--- config.mk ---
export PLATFORM = sky130hd
export DESIGN_NAME = motor_command_parser_core
export DESIGN_NICKNAME = d
export VERILOG_FILES = /design/src/hdl/mcp_pkg.sv /design/src/hdl/motor_command_parser_core.sv /design/src/hdl/mcp_front.sv /design/src/hdl/mcp_queue.sv /design/src/hdl/mcp_back.sv
export SDC_FILE = /design/constraint.sdc
export NUM_CORES = 1
export LEC_CHECK = 0
export ABC_AREA = 1
export BUFFER_PORTS_ARGS = -buffer_cell sky130_fd_sc_hd__buf_2
export CORE_UTILIZATION = 37
export DETAILED_ROUTE_END_ITERATION = 12
export GPL_TIMING_DRIVEN = 1
export HOLD_SLACK_MARGIN = 0.15
export SYNTH_ARGS = -nofsm -noshare
export SYNTH_HDL_FRONTEND = slang
export SYNTH_SLANG_ARGS = --single-unit
--- constraint.sdc ---
create_clock -name clk -period 11.3 [get_ports clk]
set_input_delay 1.695 -clock clk [delete_from_list [all_inputs] [get_ports clk]]
set_output_delay 1.695 -clock clk [all_outputs]
set_load 0.005 [all_outputs]
--- src/hdl/mcp_pkg.sv ---
// mcp_pkg: shared types, character constants and codes for the motor command parser
// no dependencies; imported by every module of the block
package mcp_pkg;

    localparam int QUEUE_DEPTH = 2;
    localparam int QPTR_W      = $clog2(QUEUE_DEPTH);
    localparam int QCNT_W      = $clog2(QUEUE_DEPTH + 1);

    // characters
    localparam logic [7:0] CH_ZERO     = 8'd48;
    localparam logic [7:0] CH_LBRACKET = 8'd91;
    localparam logic [7:0] CH_RBRACKET = 8'd93;
    localparam logic [7:0] CH_LBRACE   = 8'd123;
    localparam logic [7:0] CH_RBRACE   = 8'd125;
    localparam logic [7:0] CH_SPACE    = 8'd32;
    localparam logic [7:0] CH_COMMA    = 8'd44;
    localparam logic [7:0] CH_QUOTE    = 8'd39;
    localparam logic [7:0] CH_COLON    = 8'd58;

    // key letters
    localparam logic [7:0] KEY_NAME  = 8'd78;
    localparam logic [7:0] KEY_DIR   = 8'd68;
    localparam logic [7:0] KEY_SPEED = 8'd83;
    localparam logic [7:0] KEY_ROT   = 8'd82;

    // field codes
    localparam logic [1:0] CODE_DIR   = 2'd0;
    localparam logic [1:0] CODE_SPEED = 2'd1;
    localparam logic [1:0] CODE_ROT   = 2'd2;
    localparam logic [1:0] CODE_END   = 2'd3;

    // character classes set by the front end
    localparam logic [2:0] CLS_OTHER    = 3'd0;
    localparam logic [2:0] CLS_RBRACKET = 3'd1;
    localparam logic [2:0] CLS_SKIP     = 3'd2;
    localparam logic [2:0] CLS_QUOTE    = 3'd3;
    localparam logic [2:0] CLS_COLON    = 3'd4;
    localparam logic [2:0] CLS_TERM     = 3'd5;

    typedef struct packed {
        logic [2:0] cls;
        logic       name_match;
        logic [7:0] ch;
    } item_t;

    typedef struct packed {
        logic full;
        logic empty;
    } q_status_t;

endpackage

--- src/hdl/motor_command_parser_core.sv ---
// motor_command_parser_core: top level of the motor command parser
// depends on mcp_pkg, mcp_front, mcp_queue and mcp_back
//
//   channel  handshake               payload
//   in       in_valid / in_stall     in_char
//   out      out_valid / out_stall   motor_select, field_code, field_value
//   cfg      cfg_valid / cfg_ready   cfg_data (first motor name character)
//
// one character per cycle sustained while in_stall is low; the back end updates its state on each pop
// a character is written into a queue entry, and its result is registered in the output stage when it is popped
// the two-entry queue lets the front keep taking characters while a result waits
// in_stall rises only when the queue is full; cfg_ready is always high
// rst_n clears parser state and queue; the name register returns to '0'
module motor_command_parser_core (
    input  logic               clk,
    input  logic               rst_n,
    input  logic               in_valid,
    output logic               in_stall,
    input  logic [7:0]         in_char,
    output logic               out_valid,
    input  logic               out_stall,
    output logic               motor_select,
    output logic [1:0]         field_code,
    output logic signed [31:0] field_value,
    input  logic               cfg_valid,
    output logic               cfg_ready,
    input  logic [7:0]         cfg_data
);
    import mcp_pkg::*;

    logic [7:0] name_reg;
    item_t      front_item;
    item_t      head_item;
    q_status_t  q_status;
    logic       push;
    logic       pop;

    assign cfg_ready = 1'b1;

    always_ff @(posedge clk or negedge rst_n)
    begin
        if (!rst_n)
            name_reg <= CH_ZERO;
        else if (cfg_valid && cfg_ready)
            name_reg <= cfg_data;
    end

    assign in_stall = q_status.full;
    assign push     = in_valid && !in_stall;

    mcp_front u_front (
        .in_char   (in_char),
        .name_char (name_reg),
        .item      (front_item)
    );

    mcp_queue u_queue (
        .clk       (clk),
        .rst_n     (rst_n),
        .push      (push),
        .push_item (front_item),
        .pop       (pop),
        .head_item (head_item),
        .status    (q_status)
    );

    mcp_back u_back (
        .clk          (clk),
        .rst_n        (rst_n),
        .head_valid   (!q_status.empty),
        .head_item    (head_item),
        .pop          (pop),
        .out_valid    (out_valid),
        .out_stall    (out_stall),
        .motor_select (motor_select),
        .field_code   (field_code),
        .field_value  (field_value)
    );

    // end of frame always carries the first motor and a zero value
    a_end_frame: assert property (@(posedge clk) disable iff (!rst_n)
        (out_valid && field_code == CODE_END) |-> (!motor_select && field_value == 32'sd0))
        else $error("end of frame result with non-zero payload");

    // single-character values stay within the character minus '0' range
    a_digit_range: assert property (@(posedge clk) disable iff (!rst_n)
        (out_valid && (field_code == CODE_DIR || field_code == CODE_SPEED))
            |-> (field_value >= -32'sd48 && field_value <= 32'sd207))
        else $error("direction or speed value out of range");

    // queue can never report full and empty together
    a_queue_status: assert property (@(posedge clk) disable iff (!rst_n)
        !(q_status.full && q_status.empty))
        else $error("queue status inconsistent");

    // an empty queue never pops
    a_no_pop_empty: assert property (@(posedge clk) disable iff (!rst_n)
        q_status.empty |-> !pop)
        else $error("pop from empty queue");

endmodule

--- src/hdl/mcp_front.sv ---
// mcp_front: classifies each incoming character and compares it with the motor name
// depends on mcp_pkg
module mcp_front (
    input  logic [7:0]    in_char,
    input  logic [7:0]    name_char,
    output mcp_pkg::item_t item
);
    import mcp_pkg::*;

    logic [2:0] cls;

    always_comb
    begin
        case (in_char)
            CH_RBRACKET: cls = CLS_RBRACKET;
            CH_LBRACKET,
            CH_LBRACE,
            CH_SPACE:    cls = CLS_SKIP;
            CH_QUOTE:    cls = CLS_QUOTE;
            CH_COLON:    cls = CLS_COLON;
            CH_COMMA,
            CH_RBRACE:   cls = CLS_TERM;
            default:     cls = CLS_OTHER;
        endcase
    end

    assign item.cls        = cls;
    assign item.name_match = (in_char == name_char);
    assign item.ch         = in_char;

endmodule

--- src/hdl/mcp_queue.sv ---
// mcp_queue: short register queue between the classifying front and the executing back
// depends on mcp_pkg
module mcp_queue (
    input  logic                  clk,
    input  logic                  rst_n,
    input  logic                  push,
    input  mcp_pkg::item_t        push_item,
    input  logic                  pop,
    output mcp_pkg::item_t        head_item,
    output mcp_pkg::q_status_t    status
);
    import mcp_pkg::*;

    item_t               entry_reg [QUEUE_DEPTH];
    logic [QPTR_W-1:0]   wr_ptr_reg, wr_ptr_next;
    logic [QPTR_W-1:0]   rd_ptr_reg, rd_ptr_next;
    logic [QCNT_W-1:0]   count_reg, count_next;

    function automatic logic [QPTR_W-1:0] ptr_inc(input logic [QPTR_W-1:0] p);
        logic [QPTR_W-1:0] r;
        if (p == QPTR_W'(QUEUE_DEPTH - 1))
            r = '0;
        else
            r = p + 1'b1;
        return r;
    endfunction

    always_comb
    begin
        wr_ptr_next = push ? ptr_inc(wr_ptr_reg) : wr_ptr_reg;
        rd_ptr_next = pop  ? ptr_inc(rd_ptr_reg) : rd_ptr_reg;
        count_next  = count_reg;
        if (push && !pop)
            count_next = count_reg + 1'b1;
        else if (pop && !push)
            count_next = count_reg - 1'b1;
    end

    always_ff @(posedge clk or negedge rst_n)
    begin
        if (!rst_n)
        begin
            wr_ptr_reg <= '0;
            rd_ptr_reg <= '0;
            count_reg  <= '0;
        end
        else
        begin
            wr_ptr_reg <= wr_ptr_next;
            rd_ptr_reg <= rd_ptr_next;
            count_reg  <= count_next;
        end
    end

    always_ff @(posedge clk)
    begin
        if (push)
            entry_reg[wr_ptr_reg] <= push_item;
    end

    assign head_item    = entry_reg[rd_ptr_reg];
    assign status.full  = (count_reg == QCNT_W'(QUEUE_DEPTH));
    assign status.empty = (count_reg == '0);

endmodule

--- src/hdl/mcp_back.sv ---
// mcp_back: parser state, decimal accumulator and the registered result stage
// depends on mcp_pkg
module mcp_back (
    input  logic                clk,
    input  logic                rst_n,
    input  logic                head_valid,
    input  mcp_pkg::item_t      head_item,
    output logic                pop,
    output logic                out_valid,
    input  logic                out_stall,
    output logic                motor_select,
    output logic [1:0]          field_code,
    output logic signed [31:0]  field_value
);
    import mcp_pkg::*;

    logic        key_open_reg,   key_open_next;
    logic        value_open_reg, value_open_next;
    logic [7:0]  key_letter_reg, key_letter_next;
    logic        motor_reg,      motor_next;
    logic        num_mode_reg,   num_mode_next;
    logic [31:0] acc_reg,        acc_next;

    logic        out_valid_reg,  out_valid_next;
    logic        out_motor_reg,  out_motor_next;
    logic [1:0]  out_code_reg,   out_code_next;
    logic [31:0] out_value_reg,  out_value_next;

    logic              emit;
    logic              emit_motor;
    logic [1:0]        emit_code;
    logic [31:0]       emit_value;
    logic signed [8:0] digit9;
    logic [31:0]       digit;

    // character minus '0', sign-extended
    assign digit9 = $signed({1'b0, head_item.ch}) - $signed({1'b0, CH_ZERO});
    assign digit  = {{23{digit9[8]}}, digit9};

    assign pop = head_valid && (!out_valid_reg || !out_stall);

    always_comb
    begin
        key_open_next   = key_open_reg;
        value_open_next = value_open_reg;
        key_letter_next = key_letter_reg;
        motor_next      = motor_reg;
        num_mode_next   = num_mode_reg;
        acc_next        = acc_reg;
        emit            = 1'b0;
        emit_motor      = motor_reg;
        emit_code       = CODE_ROT;
        emit_value      = '0;

        if (num_mode_reg)
        begin
            if (head_item.cls == CLS_RBRACKET)
            begin
                // bracket inside a number closes it and the frame together
                emit            = 1'b1;
                emit_value      = acc_reg;
                key_open_next   = 1'b0;
                value_open_next = 1'b0;
                key_letter_next = '0;
                motor_next      = 1'b0;
                num_mode_next   = 1'b0;
                acc_next        = '0;
            end
            else if (head_item.cls == CLS_TERM)
            begin
                emit            = 1'b1;
                emit_value      = acc_reg;
                num_mode_next   = 1'b0;
                value_open_next = 1'b0;
                acc_next        = '0;
            end
            else
            begin
                acc_next = (acc_reg << 3) + (acc_reg << 1) + digit;
            end
        end
        else if (head_item.cls == CLS_RBRACKET)
        begin
            emit            = 1'b1;
            emit_motor      = 1'b0;
            emit_code       = CODE_END;
            key_open_next   = 1'b0;
            value_open_next = 1'b0;
            key_letter_next = '0;
            motor_next      = 1'b0;
            acc_next        = '0;
        end
        else if (head_item.cls == CLS_SKIP)
        begin
            emit = 1'b0;
        end
        else if (head_item.cls == CLS_QUOTE)
        begin
            key_open_next = !key_open_reg;
        end
        else if (key_open_reg)
        begin
            key_letter_next = head_item.ch;
        end
        else if (head_item.cls == CLS_COLON)
        begin
            value_open_next = !value_open_reg;
        end
        else if (value_open_reg)
        begin
            case (key_letter_reg)
                KEY_NAME:
                begin
                    motor_next      = !head_item.name_match;
                    value_open_next = 1'b0;
                end
                KEY_DIR:
                begin
                    emit            = 1'b1;
                    emit_code       = CODE_DIR;
                    emit_value      = digit;
                    value_open_next = 1'b0;
                end
                KEY_SPEED:
                begin
                    emit            = 1'b1;
                    emit_code       = CODE_SPEED;
                    emit_value      = digit;
                    value_open_next = 1'b0;
                end
                KEY_ROT:
                begin
                    if (head_item.cls == CLS_TERM)
                    begin
                        // empty rotation count
                        emit            = 1'b1;
                        value_open_next = 1'b0;
                    end
                    else
                    begin
                        acc_next      = digit;
                        num_mode_next = 1'b1;
                    end
                end
                default:
                begin
                    value_open_next = 1'b0;
                end
            endcase
        end
    end

    always_comb
    begin
        out_motor_next = out_motor_reg;
        out_code_next  = out_code_reg;
        out_value_next = out_value_reg;
        if (pop)
        begin
            out_valid_next = emit;
            if (emit)
            begin
                out_motor_next = emit_motor;
                out_code_next  = emit_code;
                out_value_next = emit_value;
            end
        end
        else if (out_valid_reg && !out_stall)
            out_valid_next = 1'b0;
        else
            out_valid_next = out_valid_reg;
    end

    always_ff @(posedge clk or negedge rst_n)
    begin
        if (!rst_n)
        begin
            key_open_reg   <= 1'b0;
            value_open_reg <= 1'b0;
            key_letter_reg <= '0;
            motor_reg      <= 1'b0;
            num_mode_reg   <= 1'b0;
            acc_reg        <= '0;
            out_valid_reg  <= 1'b0;
        end
        else
        begin
            if (pop)
            begin
                key_open_reg   <= key_open_next;
                value_open_reg <= value_open_next;
                key_letter_reg <= key_letter_next;
                motor_reg      <= motor_next;
                num_mode_reg   <= num_mode_next;
                acc_reg        <= acc_next;
            end
            out_valid_reg <= out_valid_next;
        end
    end

    always_ff @(posedge clk)
    begin
        out_motor_reg <= out_motor_next;
        out_code_reg  <= out_code_next;
        out_value_reg <= out_value_next;
    end

    assign out_valid    = out_valid_reg;
    assign motor_select = out_motor_reg;
    assign field_code   = out_code_reg;
    assign field_value  = $signed(out_value_reg);

endmodule

==> results of run 1 <==
worst reg2reg max path: stages, from the launching register on:
cell	delay, ns
dfrtp_1	0.74
inv_4	0.11
nand2_1	0.09
nand2_1	0.17
ha_1	0.29
nor2_4	0.10
buf_4	0.48
fa_1	0.54
ha_1	0.37
nand2_1	0.13
nor2_1	0.23
inv_1	0.08
nor2_1	0.25
nand4_1	0.24
nand3_1	0.12
nand2_1	0.05
nand3_1	0.09
a21boi_2	0.07
area by class of cell:
cell class	instances	area [um^2]
Fill cell	2127	12000
Multi-Input combinational cell	709	4090
Sequential cell	116	3200
Inverter	194	731
Clock buffer	17	425
Tap cell	275	344
Timing Repair Buffer	60	308
Clock inverter	15	176
through the flow:
step / cell area, um^2 / setup WS (ns) / instances / hold WS [ns]
final: 9270 / 6.98 / 1386 / 0.475
after global routing: 9270 / 6.50 / 1386 / 0.501
after CTS: 9270 / 6.95 / 1386 / 0.475
after detailed placement: 8670 / 7.02 / 1354 / 0.459
after global placement: 8670 / 7.07 / 1354 / 0.453
after floorplan: 8150 / 6.16 / 1040 / 0.441
worst min path at each step:
stage | startpoint | to | slack (ns) | depth (start not counted)
after global routing | u_back.motor_reg | u_back.motor_reg | 0.50 | 2
final | u_back.motor_reg | u_back.motor_reg | 0.47 | 2
after floorplan | u_back.motor_reg | u_back.motor_reg | 0.44 | 2
after CTS | u_back.motor_reg | u_back.motor_reg | 0.48 | 2
after detailed placement | u_back.motor_reg | u_back.motor_reg | 0.46 | 2
after global placement | u_back.motor_reg | u_back.motor_reg | 0.45 | 2
routing by layer:
metal  part of all wire  track usage
met1               0.48        0.269
met2               0.47        0.319
met3              0.040       0.0348
met4              0.013       0.0540
met5                  0            0
cell families (layout without fill, tap and decap cells):
kind of cell             Yosys count  count (layout)
other                              1               1
AND/OR/NAND/NOR                  480             480
multiplexers                       9               9
AO/OA/AOI/OAI                    143             143
buffers and inverters            215             286
flip-flops                       116             116
XOR/XNOR                          14              14
adder cells (fa/ha/maj)           62              62
placed cells by master, fill, tap and decap left out, types with 2 or more instances in the layout:
cell type	count
nand4_1	16
dfstp_2	2
nand3b_1	4
inv_6	4
inv_1	189
nor2_2	4
nand2_2	4
o31ai_1	4
inv_2	4
o22ai_1	2
mux2_2	8
nand3_1	58
a21oi_1	30
buf_4	3
o21ai_0	66
nor2_1	69
o21ai_2	3
clkbuf_16	17
a21oi_2	4
inv_8	6
ha_1	33
clkinv_8	4
nand2_1	295
o21bai_1	2
o21ai_1	10
buf_2	57
fa_1	29
xnor2_1	9
a21boi_2	6
edfxtp_1	59
nor2_4	2
a21boi_1	14
dfrtp_1	55
and2_1	6
nor3_1	14
or2_2	5
xor2_1	5
==> flow_summary.ini, run 1 <==
[clock_network]
clock_path_buffers = 2
cts_root_buf = clkbuf_16
post_cts_buffers = 0
cts_sinks = 116
cts_hold_buf = 0
cts-htree-levels = 4
worstSkewPairLatency_ns = 0.44
cts_tree = done
clkTransAtPathRegs_ns = 0.07
cts_buffers = 17
cts_resized = 0

[finish]
final_util = 0.436
final_layout_size_suffix_gt1_frac = 0.123
antenna_cells = 0
area_growth_syn_to_layout_pct = 13.8
final_nets = 1181

[floorplanning]
die_area_um2 = 22600
fp-row-count = 53
die_w_um = 150
die_h_um = 150
num_io_pins = 59
initial_core_util = 0.383
design.core.area_um2 = 21300

[critical_path]
cp_common_cell = nand2_1
cp-end-kind = flip-flop
r2r_slack_ns = 6.98
cp.buffers_inverters = 3
crit_chain = inv_4 > nand2_1 > nand2_1 > ha_1 > nor2_4 > buf_4 > fa_1 > ha_1 > nand2_1 > nor2_1 > inv_1 > nor2_1 > nand4_1 > nand3_1 > nand2_1 > nand3_1 > a21boi_2
path_depth = 17
critical_path.startpoint_type = flip-flop
cp-startpoint = u_queue.rd_ptr_reg
cp_max_fo = 25
path_delay_family = simple AND/OR/NAND/NOR gates
r2r-start = u_queue.rd_ptr_reg
r2r-end = u_back.acc_reg[20]
critPathSlowestCell = dfrtp_1
worst_r2r_path_depth = 17
critPathRequiredTime_ns = 11.59
crit_end = u_back.acc_reg[20]
crit_path_max_incr_delay_ns = 0.74
crit_arrival_ns = 4.61
critPathKind = reg2reg

[drt]
drt_iter0_markers = 381
post_drt_wl_per_cell_um = 14.7
dr.pass1.iters = 5
ant_nets = 0
vias_per_cell = 4.88
vias = 6757
drcViolationCount = 0
wl_mm = 20.4

[global_routing]
antenna_found_initial = 0
grt_pass1_vias = 6654
track_usage = 0.197
grt-ovfl-total = 0
grt_max_degree = 58
grt_pass1_wl_mm = 34.0

[synthesis]
synth-compound-area-share = 0.103
syn_avg_cell_area_um2 = 7.83
synth_area_leaders = edfxtp_1 22%, dfrtp_1 17%, nand2_1 14%
synth.most_common_cell = nand2_1
synthMuxAreaShare = 0.0123
synthTopCellsByCount = 295 x nand2_1, 189 x inv_1, 70 x nor2_1
synth_seq_cells = 116
synth_xor_area_frac = 0.0150
synth_top_family_by_area = simple AND/OR/NAND/NOR gates
ys_seq_area_frac = 0.393
yosys.area.top_type = edfxtp_1
synth_edf_count = 59
synth_cell_type_count = 43
netlist_instances = 1040
syn-cell-area_um2 = 8150
yosys.area.top_type_share = 0.217
yosys.area_share.simple = 0.248
ys.warnings.count = 0
syn-num-nets = 1123
ys.flop_type = edfxtp_1
async_reset_ff_frac = 0.491
synth-adder-area-share = 0.122

[placement]
post-dp-hpwl_mm = 15.0
portBuffers = 57
gp_congestion = 0.916

[timing]
fin_crit_sh = 0.383
hold_viol = 0
period_needed_ns = 4.32
tns_ns = 0
worst_pin_slew_ns = 1.07
slew_viol_final = 0
setup_viol = 0
max_freq_mhz = 231
max_slew_margin = 0.281
grt_setup_unrepaired = no
skew_ns = 0.0148

[status]
outcome = complete, no violations

[flow_run]
max-cap-violations = 0

[hold_path]
hold_path_class = reg2reg
Power of run 1 is left out: the tool's default activity adds up to more than one toggle a clock period on the data nets, which glitch-free logic cannot reach.
==> inputs of run 2 (changes only) <==
Clock period 11.3 ns to 3.5 ns, I/O delays scaled along.
==> flow_summary.ini, run 2 (synthesis gave the netlist of run 1 again) <==
[hold_path]
hold_path_class = in2async

[finish]
final_layout_size_suffix_gt1_frac = 0.181
fill_cells = 2098
final_common_cell = nand2_1
area_growth_syn_to_layout_pct = 18.7
mostFrequentLayoutCells = 285 x nand2_1, 189 x inv_1, 64 x o21ai_0
antenna_cells = 0
final_util = 0.454
stdcell_count = 1404
final_nets = 1199
layout.area.seq_um2 = 3200
design_area_um2 = 9670
multi_input_area_um2 = 4340

[critical_path]
critPathKind = reg2reg
crit_arrival_ns = 3.65
cp-end-kind = flip-flop
critPathRequiredTime_ns = 3.85
cp_max_fo = 8
critical_path.startpoint_type = flip-flop

[timing]
period_needed_ns = 3.30
fin_crit_sh = 0.943
max_slew_margin = 0.271
skew_ns = 0.00778
worst_pin_slew_ns = 1.09
hold_viol = 0
setup_viol = 0
grt_setup_unrepaired = yes
max_freq_mhz = 303
slew_viol_final = 0

[clock_network]
clkTransAtPathRegs_ns = 0.06
cts_sinks = 116
post_cts_buffers = 0
worstSkewPairLatency_ns = 0.43
clock_path_buffers = 2
cts-htree-levels = 4
cts_tree = done
cts_root_buf = clkbuf_16
cts_buffers = 17
cts_hold_buf = 0

[global_routing]
grt-ovfl-total = 0
grt_max_degree = 31
grt_pass1_vias = 6526
antenna_found_initial = 0
grt_pass1_wl_mm = 34.1
track_usage = 0.199

[floorplanning]
fp-row-count = 53
num_io_pins = 59
die_h_um = 150
initial_core_util = 0.383
die_area_um2 = 22600
die_w_um = 150
design.core.area_um2 = 21300

[drt]
drt_iter0_markers = 543
vias_per_cell = 4.84
ant_nets = 0
dr.pass1.iters = 5
wl_mm = 21.0
vias = 6792
post_drt_wl_per_cell_um = 14.9
drcViolationCount = 0

[placement]
post-dp-hpwl_mm = 15.9
portBuffers = 57
gp_congestion = 0.924
place_inst = 1372
post_dp_cell_area_um2 = 8990

[status]
outcome = complete, no violations

[flow_run]
max-cap-violations = 0
==> run 2: cell count changes in the layout (fill, tap and decap cells not counted), moves of 9 or more <==
| cell | delta |
|---|---|
| buf_4 | +15 |
| ha_1 | -13 |
| ha_4 | +9 |
| nand2_1 | -10 |
| nand2_2 | +10 |
| nor2_1 | -12 |
| nor2_2 | +12 |
==> run 2: metal layers <==
metal,track usage,share of wire
met5,0,0
met4,0.0636,0.013
met3,0.0318,0.045
met2,0.309,0.44
met1,0.282,0.50
==> run 2: path summary, 6_finish.rpt <==
check | start | to | slack, ns | depth (start not counted)
setup / recovery | u_queue.rd_ptr_reg | u_back.acc_reg[17] | 0.20 | 19
hold / removal | rst_n | u_queue.wr_ptr_reg | 0.18 | 1
setup reg to reg | u_queue.rd_ptr_reg | u_back.acc_reg[17] | 0.20 | 19
hold reg to reg | u_back.motor_reg | u_back.motor_reg | 0.49 | 2
max in group asynchronous | rst_n | name_reg[5] | 2.63 | 2
min in group clk | out_stall | u_back.out_valid | 0.32 | 3
==> run 2: repair_timing <==
action / 4_1_cts / 5_1_grt
hold endpoints to repair: 0 / 0
resized for setup: 0 / 29
endpoints found under the setup margin: 0 / 22
==> run 2: final cells by class <==
class / count / share of cell area
clock buffers: 18 / 0.0454
clock inverters: 14 / 0.0146
flip-flops and latches: 116 / 0.331
repair buffers: 78 / 0.0497
well taps: 275 / 0.0356
multi-input cells: 709 / 0.448
inverters: 194 / 0.0755
==> run 2: per-stage QoR <==
step | setup TNS (ns) | setup slack, ns | hold slack, ns
floorplan | -0.000125 | -0.000125 | 0.229
global placement | 0 | 0.140 | 0.463
detailed placement | 0 | 0.0433 | 0.471
CTS | 0 | 0.0336 | 0.204
global route | -0.00675 | -0.00675 | 0.239
finish | 0 | 0.200 | 0.178
==> run 2: worst max-delay path, cell delays in order, from the launching register on <==
cell,delay (ns)
dfrtp_2,0.48
inv_4,0.08
nand2_1,0.05
nand2_1,0.11
ha_2,0.22
inv_1,0.08
xor2_2,0.21
fa_1,0.54
inv_1,0.04
ha_2,0.36
nand2_1,0.07
nand2_1,0.09
nand2_1,0.06
nand2_1,0.07
nand2_1,0.07
nand3_1,0.23
nand2_1,0.12
nand3b_1,0.11
nand3_1,0.09
a21boi_2,0.14
Power of run 2 is left out for the same reason.
==> inputs of run 3 (changes only) <==
==> constraint.sdc (replaced) <==
create_clock -name clk -period 3.5 [get_ports clk]
set_input_delay 0.35 -clock clk [delete_from_list [all_inputs] [get_ports clk]]
set_output_delay 0.35 -clock clk [all_outputs]
set_load 0.005 [all_outputs]
==> flow_summary.ini, run 3 (synthesis gave the netlist of run 1 again) <==
[finish]
final_common_cell = nand2_1
area_growth_syn_to_layout_pct = 19.5
final_layout_size_suffix_gt1_frac = 0.170
antenna_cells = 0
final_nets = 1205
mostFrequentLayoutCells = 289 x nand2_1, 188 x inv_1, 63 x o21ai_0

[drt]
vias = 6906
dr.pass1.iters = 5
ant_nets = 0
drcViolationCount = 0
vias_per_cell = 4.90
post_drt_wl_per_cell_um = 15.2
wl_mm = 21.4
drt_iter0_markers = 443

[timing]
skew_ns = 0.0103
grt_setup_unrepaired = yes
period_needed_ns = 3.31
slew_viol_final = 0
hold_viol = 0
timing.final.ws_setup_ns = 0.194
fin_crit_sh = 0.944
tns_ns = 0
max_slew_margin = 0.288
max_freq_mhz = 303
worst_pin_slew_ns = 1.06
setup_viol = 0

[flow_run]
max-cap-violations = 0

[critical_path]
critPathKind = reg2reg
cp-end-kind = flip-flop
critPathRequiredTime_ns = 3.81
critical_path.startpoint_type = flip-flop
cp_max_fo = 11
crit_arrival_ns = 3.61

[floorplanning]
num_io_pins = 59
fp-row-count = 53
die_w_um = 150
initial_core_util = 0.383
die_area_um2 = 22600
die_h_um = 150
design.core.area_um2 = 21300

[clock_network]
post_cts_buffers = 0
cts_sinks = 116
cts_root_buf = clkbuf_16
cts-htree-levels = 4
clkTransAtPathRegs_ns = 0.06
worstSkewPairLatency_ns = 0.43
cts_tree = done
clock_path_buffers = 2
cts_buffers = 17

[status]
outcome = complete, no violations

[placement]
gp_congestion = 0.933
portBuffers = 57
post-dp-hpwl_mm = 15.9
dp_slack_ns = -0.00241

[global_routing]
track_usage = 0.203
antenna_found_initial = 0
grt_pass1_vias = 6699
grt-ovfl-total = 0
grt_max_degree = 36
grt_pass1_wl_mm = 34.7

[hold_path]
hold_path_class = in2reg
[run 3: changes by cell type in the layout (fill, tap and decap cells not counted), sizes merged]
cell         delta
dlygate4sd3     +8
bufinv          +1
clkinv          -3
clkbuf          -1
inv             +3
buf             -2
[run 3: worst max-delay path, cell delays in order (launching register included)]
cell and delay (ns):
dfrtp_2 0.47, o21ai_2 0.29, nand2_1 0.14, nor2_4 0.19, buf_12 0.19, fa_1 0.41, ha_1 0.42, nand2_1 0.11
inv_1 0.08, nand2_1 0.13, nor2_1 0.19, nand3_1 0.21, nand3_1 0.14, nand2_1 0.05, nand3_1 0.08, a21oi_2 0.06
[run 3: final timing paths]
path,from,to,slack (ns),cells after the start
max,u_queue.rd_ptr_reg,u_back.acc_reg[25],0.19,15
min,cfg_data[5],name_reg[5],0.16,2
max reg2reg,u_queue.rd_ptr_reg,u_back.acc_reg[25],0.19,15
min reg2reg,u_back.motor_reg,u_back.motor_reg,0.49,2
max in group asynchronous,rst_n,u_back.acc_reg[11],2.03,3
min in group asynchronous,rst_n,u_queue.count_reg[0],0.58,2
[run 3: layer usage]
layer | vias up | wire length (um) | track usage
met1 | 3242 | 10800 | 0.288
met3 | 36 | 931 | 0.0339
li1 | 3470 | - | -
met5 | - | 0 | 0
met4 | 0 | 442 | 0.0712
met2 | 158 | 9300 | 0.311
[run 3: through the flow]
stage | hold slack (ns) | instance area [um^2] | utilization | cells
after floorplan | 0.0544 | 8300 | - | 1040
after global placement | 0.461 | 8970 | 0.421 | 1370
after detailed placement | 0.470 | 8970 | 0.421 | 1370
after CTS | 0.153 | 9660 | 0.454 | 1410
after global routing | 0.155 | 9740 | 0.458 | 1410
final | 0.158 | 9740 | 0.458 | 1410
[run 3: what timing repair did]
item	CTS	global route
resized for setup	1	22
hold buffers	8	0
endpoints found under the hold margin	38	0
pin swaps	0	0
setup endpoints to repair	2	24
[run 3: layout make-up]
cell class | count | area, um^2
Inverter | 194 | 731
Timing Repair Buffer | 84 | 546
Clock inverter | 15 | 183
Multi-Input combinational cell | 709 | 4310
Fill cell | 2108 | 11500
Tap cell | 275 | 344
Sequential cell | 116 | 3200
Clock buffer | 17 | 425
Power of run 3 is left out for the same reason.
